**src/sv/wspf_pkg.sv**
```systemverilog
// ----------------------------------------------------------------------------
// wspf_pkg
// Shared constants, register codes and types of the wheel speed controller.
// ----------------------------------------------------------------------------
package wspf_pkg;

  // number of wheels with a state entry
  localparam int WHEEL_COUNT = 4;
  localparam int ADDR_W      = (WHEEL_COUNT > 1) ? $clog2(WHEEL_COUNT) : 1;

  // state entry: last count, integral, previous error
  localparam int STATE_W = 16 + 32 + 32;

  // shared multiplier: wide magnitude times narrow factor, two partial products
  localparam int MUL_A_W = 56;
  localparam int MUL_B_W = 24;
  localparam int MUL_H_W = MUL_A_W / 2;
  localparam int MUL_P_W = MUL_A_W + MUL_B_W;

  // shared bit-serial divider
  localparam int DIV_N_W = 56;
  localparam int DIV_D_W = 20;
  localparam int DIV_C_W = $clog2(DIV_N_W + 1);

  localparam logic [19:0] MICRO      = 20'd1000000;
  localparam logic [19:0] HALF_MICRO = 20'd500000;
  localparam logic [79:0] TERM_LIM   = 80'h1 << 61;

  // reciprocal of one million, 2^67 / 1e6 rounded up, in two 24-bit halves;
  // exact quotient for numerators below 2^47
  localparam logic [23:0] RECIP_HI = 24'h8637BD;
  localparam logic [23:0] RECIP_LO = 24'h05AF6D;
  localparam int          RECIP_SH = 43;

  // configuration register codes
  localparam logic [2:0] REG_MPT      = 3'd0;
  localparam logic [2:0] REG_GAIN_P   = 3'd1;
  localparam logic [2:0] REG_GAIN_I   = 3'd2;
  localparam logic [2:0] REG_GAIN_D   = 3'd3;
  localparam logic [2:0] REG_ICLAMP   = 3'd4;
  localparam logic [2:0] REG_DEADBAND = 3'd5;
  localparam logic [2:0] REG_STATIC   = 3'd6;
  localparam logic [2:0] REG_DLIMIT   = 3'd7;

  typedef struct packed {
    logic [23:0] metres_per_tick;
    logic [23:0] gain_p;
    logic [23:0] gain_i;
    logic [23:0] gain_d;
    logic [22:0] integral_clamp;
    logic [16:0] speed_deadband;
    logic [7:0]  static_drive;
    logic [7:0]  drive_limit;
  } cfg_t;

endpackage

```
**src/sv/wspf_cfg.sv**
```systemverilog
// ----------------------------------------------------------------------------
// wspf_cfg
// APB register file holding the controller settings.
// ----------------------------------------------------------------------------
module wspf_cfg (
  input  logic               clk,
  input  logic               rst,
  input  logic               psel,
  input  logic               penable,
  input  logic               pwrite,
  input  logic [4:0]         paddr,
  input  logic [31:0]        pwdata,
  output logic [31:0]        prdata,
  output logic               pready,
  output wspf_pkg::cfg_t     cfg
);

  logic       wr;
  logic [2:0] idx;

  assign pready = 1'b1;
  assign wr     = psel && penable && pwrite;
  assign idx    = paddr[4:2];

  // register writes
  always_ff @(posedge clk) begin
    if (rst) begin
      cfg.metres_per_tick <= 24'd3189120;
      cfg.gain_p          <= 24'd30720;
      cfg.gain_i          <= 24'd25600;
      cfg.gain_d          <= 24'd1280;
      cfg.integral_clamp  <= 23'd78643;
      cfg.speed_deadband  <= 17'd131;
      cfg.static_drive    <= 8'd100;
      cfg.drive_limit     <= 8'd180;
    end else if (wr) begin
      unique case (idx)
        wspf_pkg::REG_MPT:      cfg.metres_per_tick <= pwdata[23:0];
        wspf_pkg::REG_GAIN_P:   cfg.gain_p          <= pwdata[23:0];
        wspf_pkg::REG_GAIN_I:   cfg.gain_i          <= pwdata[23:0];
        wspf_pkg::REG_GAIN_D:   cfg.gain_d          <= pwdata[23:0];
        wspf_pkg::REG_ICLAMP:   cfg.integral_clamp  <= pwdata[22:0];
        wspf_pkg::REG_DEADBAND: cfg.speed_deadband  <= pwdata[16:0];
        wspf_pkg::REG_STATIC:   cfg.static_drive    <= pwdata[7:0];
        wspf_pkg::REG_DLIMIT:   cfg.drive_limit     <= pwdata[7:0];
        default: ;
      endcase
    end
  end

  // read back
  always_comb begin
    unique case (idx)
      wspf_pkg::REG_MPT:      prdata = 32'(cfg.metres_per_tick);
      wspf_pkg::REG_GAIN_P:   prdata = 32'(cfg.gain_p);
      wspf_pkg::REG_GAIN_I:   prdata = 32'(cfg.gain_i);
      wspf_pkg::REG_GAIN_D:   prdata = 32'(cfg.gain_d);
      wspf_pkg::REG_ICLAMP:   prdata = 32'(cfg.integral_clamp);
      wspf_pkg::REG_DEADBAND: prdata = 32'(cfg.speed_deadband);
      wspf_pkg::REG_STATIC:   prdata = 32'(cfg.static_drive);
      wspf_pkg::REG_DLIMIT:   prdata = 32'(cfg.drive_limit);
      default:                prdata = '0;
    endcase
  end

endmodule

```
**config.mk**
```make
export PLATFORM = sky130hd
export DESIGN_NAME = wspf_cfg
export DESIGN_NICKNAME = d
export VERILOG_FILES = /design/src/sv/wspf_pkg.sv /design/src/sv/wspf_cfg.sv
export SDC_FILE = /design/constraint.sdc
export NUM_CORES = 1
export LEC_CHECK = 0
export ABC_AREA = 1
export ABC_CLOCK_PERIOD_IN_PS = 1600
export CAP_MARGIN = 20
export CELL_PAD_IN_SITES_DETAIL_PLACEMENT = 1
export CELL_PAD_IN_SITES_GLOBAL_PLACEMENT = 1
export CORE_MARGIN = 4
export CORE_UTILIZATION = 45
export CTS_BUF_LIST = sky130_fd_sc_hd__clkbuf_2
export CTS_CLUSTER_SIZE = 10
export DETAILED_ROUTE_END_ITERATION = 10
export DONT_BUFFER_PORTS = 1
export PLACE_DENSITY_LB_ADDON = 0.25
export SYNTH_ARGS = -nofsm -noshare
export SYNTH_HDL_FRONTEND = slang
export SYNTH_SLANG_ARGS = --single-unit
```
**constraint.sdc**
```tcl
create_clock -name clk -period 1.6 [get_ports clk]
set_input_delay 0.24 -clock clk [delete_from_list [all_inputs] [get_ports clk]]
set_output_delay 0.24 -clock clk [all_outputs]
set_load 0.02 [all_outputs]
```
**Yosys cells after proc, flatten, opt, wreduce, memory -nomap -nowiden**

Cells that the tools add are included.

- Input port bits: 42
- Bits in writable memories: 0
- Bits in read-only memories: 0
- Bits in latches: 0
- Memories kept: 0
- Output and inout bits: 185
- Logic and storage cells: 27
- Register bits after elaboration: 152

- $add $sub $neg: 0
- Div/mod/pow operators: 0
- Eq/ne operators: 7
- Reductions and logical operators: 11
- Bitwise operators: 0
- Muxes and demuxes: 1
- Multipliers: 0
- Shift operators: 0
- $lt $le $gt $ge: 0

Operator list:

| kind | number |
|---|---|
| 32-bit one-hot mux with 8 select lines | 1 |
| 2-bit AND reduction | 8 |
| 3-bit equality test (second input constant) | 4 |
| 3-bit by 2-bit equality test with 1-bit output (second input constant) | 2 |
| 3-bit by 1-bit equality test with 1-bit output (second input constant) | 1 |
| 3-bit logical NOT | 1 |
| 1-bit logical AND | 2 |

**Depth between registers and ports, before layout**

Gate-level depths: netlist of run 1.

- Word-level depth: 3
- Depth in mapped cells: 8
- Gate-level depth less buffers: 6

**Worst setup path before layout of run 1**

Ideal clock, no wire load.

- Kind: input-to-output
- From: input paddr[4]
- To: output prdata[20]
- Slack: 0.111 ns
- Required time: 1.360 ns
- Arrival time: 1.249 ns
- Stages: 7
- Cell sequence: buf_4 inv_4 nand2_1 inv_1 clkbuf_1 nand2_1 nand4_1

- Longest elaborated chain between the ends: 2
- Elaborated cells on any way between the ends: 9

Ends and longest elaborated chain:

| element | line | text |
|---|---|---|
| from (decl) | wspf_cfg.sv:11 | `input logic [4:0] paddr,` |
| 3-bit equality test, or another cell as far along | wspf_cfg.sv:53 | `unique case (idx)` |
| 32-bit one-hot mux with 8 select lines * | wspf_cfg.sv:53 |  |
| to (decl) | wspf_cfg.sv:13 | `output logic [31:0] prdata,` |

Every way passes the cells marked *; elsewhere a longest branch is shown, timed or not. The select of a mux whose other input is x is not followed.

**Final worst setup path of run 1**

- From: register cfg[20] in the netlist's numbering
- To: output prdata[4]

- Longest elaborated chain between the ends: 1

Ends and longest elaborated chain:

| element | line | text |
|---|---|---|
| from (decl) | wspf_cfg.sv:15 | `output wspf_pkg::cfg_t cfg` |
| 32-bit one-hot mux with 8 select lines | wspf_cfg.sv:53 |  |

Every way passes these cells. The select of a mux whose other input is x is not followed.

==> results of run 1 <==
==> routing by layer <==
metal  routed length, µm  vias to the layer above  part of all wire (%)
li1                    -                     3424                     -
met1               11800                     3801                    38
met2               14900                      393                    48
met3                2990                      111                   9.6
met4                1550                        0                   5.0
met5                   0                        -                     0
==> stage by stage <==
stage	setup slack [ns]	TNS, ns	hold slack [ns]	power (µW)	utilization [%]
floorplan	0.111	0	0.353	4390	-
global placement	0.180	0	0.357	4500	51.2
detailed placement	0.139	0	0.363	4520	51.2
CTS	-0.348	-7.35	0.0232	6700	59.3
global route	-0.453	-9.02	0.00305	7000	61.5
finish	-0.337	-5.93	0.0124	6780	61.5
==> cells by family (layout without fill, tap and decap cells) <==
logic type,after synthesis,in the layout,synth area share (%)
AND/OR/NAND/NOR,585,585,36.5
other,2,10,0.111
buffers and inverters,134,241,8.54
AO/OA/AOI/OAI,129,129,9.69
flip-flops,152,152,45.2
==> final cells by class <==
class / instances / area, µm² / share of cell area (%)
multi-input combinational: 723 / 3590 / 40.1
clock inverter: 12 / 109 / 1.21
timing repair buffer: 152 / 1410 / 15.8
sequential: 152 / 3290 / 36.7
clock buffer: 20 / 100 / 1.12
antenna: 1 / 2.50 / 0.0279
inverter: 57 / 224 / 2.50
tap: 184 / 230 / 2.57
==> report_power, final <==
part	switching, µW	internal, µW
combinational	547	243
clock	1430	699
sequential	74.3	3790
total	2050	4730
==> worst min-delay path, delay by kind of cell <==
kind	cells	cell delay [ns]
and+or+nand+nor	5	0.34
buffers and inverters	1	0.15
==> synthesized netlist by cell type <==
cell	number
buf_1	9
buf_4	10
clkbuf_2	2
inv_4	1
nor2_2	4
nand2_1	169
nor2_4	2
buf_6	2
buf_2	12
o21ai_0	124
nor2_1	280
inv_1	49
conb_1	2
nand2_2	3
nand4_1	50
o211ai_1	3
nand3_1	75
dfxtp_1	152
o21ai_1	2
inv_2	7
clkbuf_1	42
nand3_2	2
==> worst max path at each step <==
stage,start,end,slack (ns),cells after the start
final,cfg[20],prdata[4],-0.34,4
after floorplan,paddr[4],prdata[20],0.11,7
after global placement,paddr[2],prdata[19],0.18,5
after detailed placement,paddr[4],prdata[22],0.14,5
after global routing,cfg[4],prdata[4],-0.45,4
after CTS,cfg[84],prdata[4],-0.35,4
==> repair_timing <==
item	in CTS	in global routing
gates resized for setup	202	119
setup buffers	3	3
pin swaps	39	36
cloned	0	0
hold buffers	45	2
endpoints found under the setup margin	55	74
endpoints found under the hold margin	152	2
==> impl_metrics.json, run 1 <==
{
  "placed_cells": 1218,
  "synth_area_um2": 6740,
  "syn_inst": 1002,
  "synth_area_leaders": "dfxtp_1 45%, nor2_1 16%, nand2_1 9.4%, o21ai_0 9.2%, nand3_1 5.6%",
  "synth_top_area_share_pct": 45.2,
  "routed_wl_um": 31200,
  "clockBufferDepth": 2,
  "status": "finished, violations left",
  "core.rowCount": 44,
  "worstHoldStart": "paddr[2]",
  "drv_slew": 0,
  "maxCapViolCount": 0,
  "path_buf_inv": 0,
  "grt_pass1_vias": 7866,
  "grt_usage_pct": 34.7,
  "crit_slowest_cell": "dfxtp_4",
  "crit_arrival_ns": 1.70,
  "tightest_slew_ns": 0.599,
  "yosys.cell_types.count": 22,
  "hold_path_class": "in -> reg",
  "min_delay_path_depth": 6,
  "place_congestion": 0.889,
  "routedWlPerCell_um": 24.0,
  "rr_worst_depth": 3,
  "core_region_area_um2": 14600,
  "mostFrequentLayoutCells": "246 x nor2_1, 149 x nand2_1, 115 x o21ai_0",
  "avgSynthCellArea_um2": 6.73,
  "holdPathEnd": "cfg[136]",
  "die_h_um": 130,
  "relSlewSlack_pct": 59.9,
  "grtUsageMet3_pct": 11.7,
  "ant_nets": 0,
  "grt_start_max_net_pins": 74,
  "clkSinkCount": 152,
  "setup_ws_ns": -0.337,
  "area_growth_pct": 33.0,
  "met2_usage_pct": 57.7,
  "r2r-start": "cfg[2]",
  "firstDrtPassIters": 5,
  "period_share_pct": 121,
  "viasPerCell": 5.94,
  "antenna_found_initial": 1,
  "route.detailed.drc": 0,
  "h-tree-depth": 4,
  "slowest_delay_ns": 0.44,
  "cp_cell_sequence": "nand4_1 > nand2_1 > nor2_2 > nand3_2",
  "finalNonFillerCells": 1301,
  "met1_usage_pct": 40.1,
  "end_kind": "output pin",
  "placed_area_um2": 7470,
  "clockRootBuffer": "clkbuf_2",
  "p_leak_uw": 0.00406,
  "fmax_mhz": 516,
  "dp_hpwl_um": 18600,
  "die-area_um2": 17000,
  "yosysWarnings": 0,
  "largest_register_ffs": 152,
  "synth-seq-cells": 152,
  "die-width_um": 130,
  "final_common_cell": "nor2_1",
  "post-route-min-period_ns": 1.94,
  "grt-ovfl-total": 0,
  "vias": 7729,
  "clkTransAtPathRegs_ns": 0.25,
  "tritoncts": "built",
  "required_ns": 1.36,
  "clock-skew-final_ns": 0,
  "io_buffers": 0,
  "design_area_um2": 8970,
  "worstSkewPairLatency_ns": 0.73,
  "initialDrtViolationCount": 571,
  "r2r_end": "cfg[2]",
  "path_max_fanout": 3,
  "reg2reg_slack_ns": 0.34,
  "crit_type": "reg -> out",
  "hold_viol_final": 0,
  "rsz0062_at_grt": "yes",
  "cts_made_buffers": 17,
  "critPathLaunchType": "flip-flop",
  "final_net_count": 1145,
  "p_per_area_nw_per_um2": 756,
  "grt_pass1_wl_um": 45000,
  "io_pins": 227,
  "top_register": "cfg",
  "nFillCells": 1808,
  "cp_top_family": "simple AND/OR/NAND/NOR gates",
  "ir_drop_mv": 0.484,
  "drive_gt1_share_pct": 33.2,
  "reg_top3": "cfg (152)",
  "grt-busiest-layer": "met2",
  "yosys.area.top_type": "dfxtp_1",
  "setup_violations": 25,
  "violations": "negative setup slack",
  "start_util_pct": 46.2,
  "yosysSeqAreaShare_pct": 45.2
}
Note: power is estimated with default switching activity, not from simulation.
==> run 2: changes to the inputs <==
--- a/config.mk
+++ b/config.mk
@@ -7,15 +7,15 @@
 export LEC_CHECK = 0
 export ABC_AREA = 1
 export ABC_CLOCK_PERIOD_IN_PS = 1600
+export BUFFER_PORTS_ARGS = -buffer_cell sky130_fd_sc_hd__buf_2
 export CAP_MARGIN = 20
 export CELL_PAD_IN_SITES_DETAIL_PLACEMENT = 1
 export CELL_PAD_IN_SITES_GLOBAL_PLACEMENT = 1
 export CORE_MARGIN = 4
-export CORE_UTILIZATION = 45
+export CORE_UTILIZATION = 36
 export CTS_BUF_LIST = sky130_fd_sc_hd__clkbuf_2
 export CTS_CLUSTER_SIZE = 10
 export DETAILED_ROUTE_END_ITERATION = 10
-export DONT_BUFFER_PORTS = 1
 export PLACE_DENSITY_LB_ADDON = 0.25
 export SYNTH_ARGS = -nofsm -noshare
 export SYNTH_HDL_FRONTEND = slang
==> constraint.sdc (replaced) <==
create_clock -name clk -period 1.6 [get_ports clk]
set_input_delay 0.16 -clock clk [delete_from_list [all_inputs] [get_ports clk]]
set_output_delay 0.16 -clock clk [all_outputs]
set_load 0.02 [all_outputs]
==> impl_metrics.json, run 2 (synthesis gave the netlist of run 1 again) <==
{
  "worstSkewPairLatency_ns": 0.73,
  "relSlewSlack_pct": 61.8,
  "tns_ns": -3.64,
  "core_region_area_um2": 18200,
  "hold_viol_final": 0,
  "hold_path_class": "in -> reg",
  "start_util_pct": 37.0,
  "mostFrequentLayoutCells": "259 x nor2_1, 157 x nand2_1, 130 x buf_2",
  "path_buf_inv": 1,
  "violations": "negative setup slack",
  "fmax_mhz": 533,
  "route.detailed.drc": 0,
  "die-area_um2": 21000,
  "end_kind": "output pin",
  "firstDrtPassIters": 5,
  "clkSinkCount": 152,
  "crit_arrival_ns": 1.72,
  "grt_start_max_net_pins": 65,
  "required_ns": 1.44,
  "crit_type": "reg -> out",
  "p_per_area_nw_per_um2": 747,
  "routedWlPerCell_um": 19.6,
  "crit_slowest_cell": "dfxtp_2",
  "largest_register_ffs": 152,
  "critPathLaunchType": "flip-flop",
  "final_net_count": 1328,
  "final_common_cell": "nor2_1",
  "rr_worst_depth": 3,
  "whs_ns": 0.0992,
  "drive_gt1_share_pct": 39.7,
  "ant_nets": 0,
  "antenna_found_initial": 1,
  "dp_hpwl_um": 20000,
  "io_pins": 227,
  "period_share_pct": 117,
  "viasPerCell": 5.26,
  "tritoncts": "built",
  "path_max_fanout": 3,
  "tightest_slew_ns": 0.572,
  "h-tree-depth": 4,
  "grt_pass1_wl_um": 43800,
  "worstSetupPathDepth": 5,
  "setup_violations": 24,
  "p_leak_uw": 0.00502,
  "cp_top_family": "simple AND/OR/NAND/NOR gates",
  "clock-skew-final_ns": 0,
  "reg_top3": "cfg (152)",
  "clkTransAtPathRegs_ns": 0.23,
  "dpl_worst_slack_ns": -0.0204,
  "maxCapViolCount": 0,
  "area_growth_pct": 49.5,
  "drv_slew": 0,
  "cts_made_buffers": 17,
  "setup_ws_ns": -0.275,
  "rsz0062_at_grt": "yes",
  "min_delay_path_depth": 6,
  "cp_cell_sequence": "nand4_1 > nand2_1 > nor2_1 > nand3_1 > buf_6",
  "clockBufferDepth": 2,
  "ir_drop_mv": 0.451,
  "status": "finished, violations left",
  "grt_usage_pct": 27.1,
  "vias": 8043,
  "die-width_um": 145,
  "io_buffers": 207,
  "grt-ovfl-total": 0,
  "top_register": "cfg",
  "die_h_um": 145,
  "place_congestion": 0.899,
  "routed_wl_um": 30000,
  "initialDrtViolationCount": 331,
  "clockRootBuffer": "clkbuf_2",
  "slowest_delay_ns": 0.39,
  "post-route-min-period_ns": 1.88,
  "core.rowCount": 49,
  "grt_pass1_vias": 7937
}
## run 2: changes by cell type in the layout (fill, tap and decap cells not counted), moves of 7 or more
cell           before  now
buf_2               0  130
buf_6              25   96
dfxtp_4            37    1
dfxtp_1            26   58
nand3_2            10   29
dlygate4sd3_1      46   28
nand3_4            15    0
nor2_1            246  259
nor2_4             16    7
nand2_1           149  157
nand2_2            23   15
inv_1              37   44
## run 2: what timing repair did
action	4_1_cts	5_1_grt
hold endpoints to repair	152	0
hold buffers	28	0
buffers inserted	51	11
pin swaps	45	36
gates resized for setup	211	133
endpoints found under the setup margin	24	77
## run 2: per-layer routing
layer,global-route usage (%),share of wire (%),vias to the layer above,routed length (µm)
li1,-,-,3769,-
met1,34.0,42,3934,12500
met2,44.6,47,280,14200
met3,7.16,7.2,60,2150
met4,10.6,3.6,0,1090
met5,0,0,-,0
## run 2: final cells by class
cell class                 count  area, µm²
multi-input combinational    723       3390
inverter                      57        218
clock inverter                14        205
fill                        2307       8130
tap                          229        287
antenna                        1       2.50
clock buffer                  18       90.1
timing repair buffer         335       2720
sequential                   152       3160
## run 2: worst reg2reg max path, cell delays in order (launching register included)
cell     delay [ns]
dfxtp_2        0.39
buf_6          0.12
o21ai_0        0.22
nor2_1         0.09
## run 2: final timing paths
kind,startpoint,endpoint,slack (ns)
setup / recovery,cfg[62],prdata[6],-0.28
hold / removal,paddr[2],cfg[4],0.1
setup reg to reg,cfg[35],cfg[35],0.70
hold reg to reg,cfg[49],cfg[49],0.50
## run 2: through the flow
stage                     std cells  utilization [%]  power (µW)  cell area (µm²)
after floorplan                1009                -        4390             6770
after global placement         1411             44.8        4740             8160
after detailed placement       1411             44.8        4750             8160
after CTS                      1522             53.0        7530             9640
after global routing           1529             55.3        7800            10100
final                          1529             55.3        7530            10100
## run 2: power breakdown
part | switching [µW] | leakage [µW] | internal [µW] | total [µW]
Clock | 1460 | 0.000179 | 1180 | 2640
Combinational | 633 | 0.00358 | 371 | 1000
Sequential | 39.4 | 0.00126 | 3840 | 3880
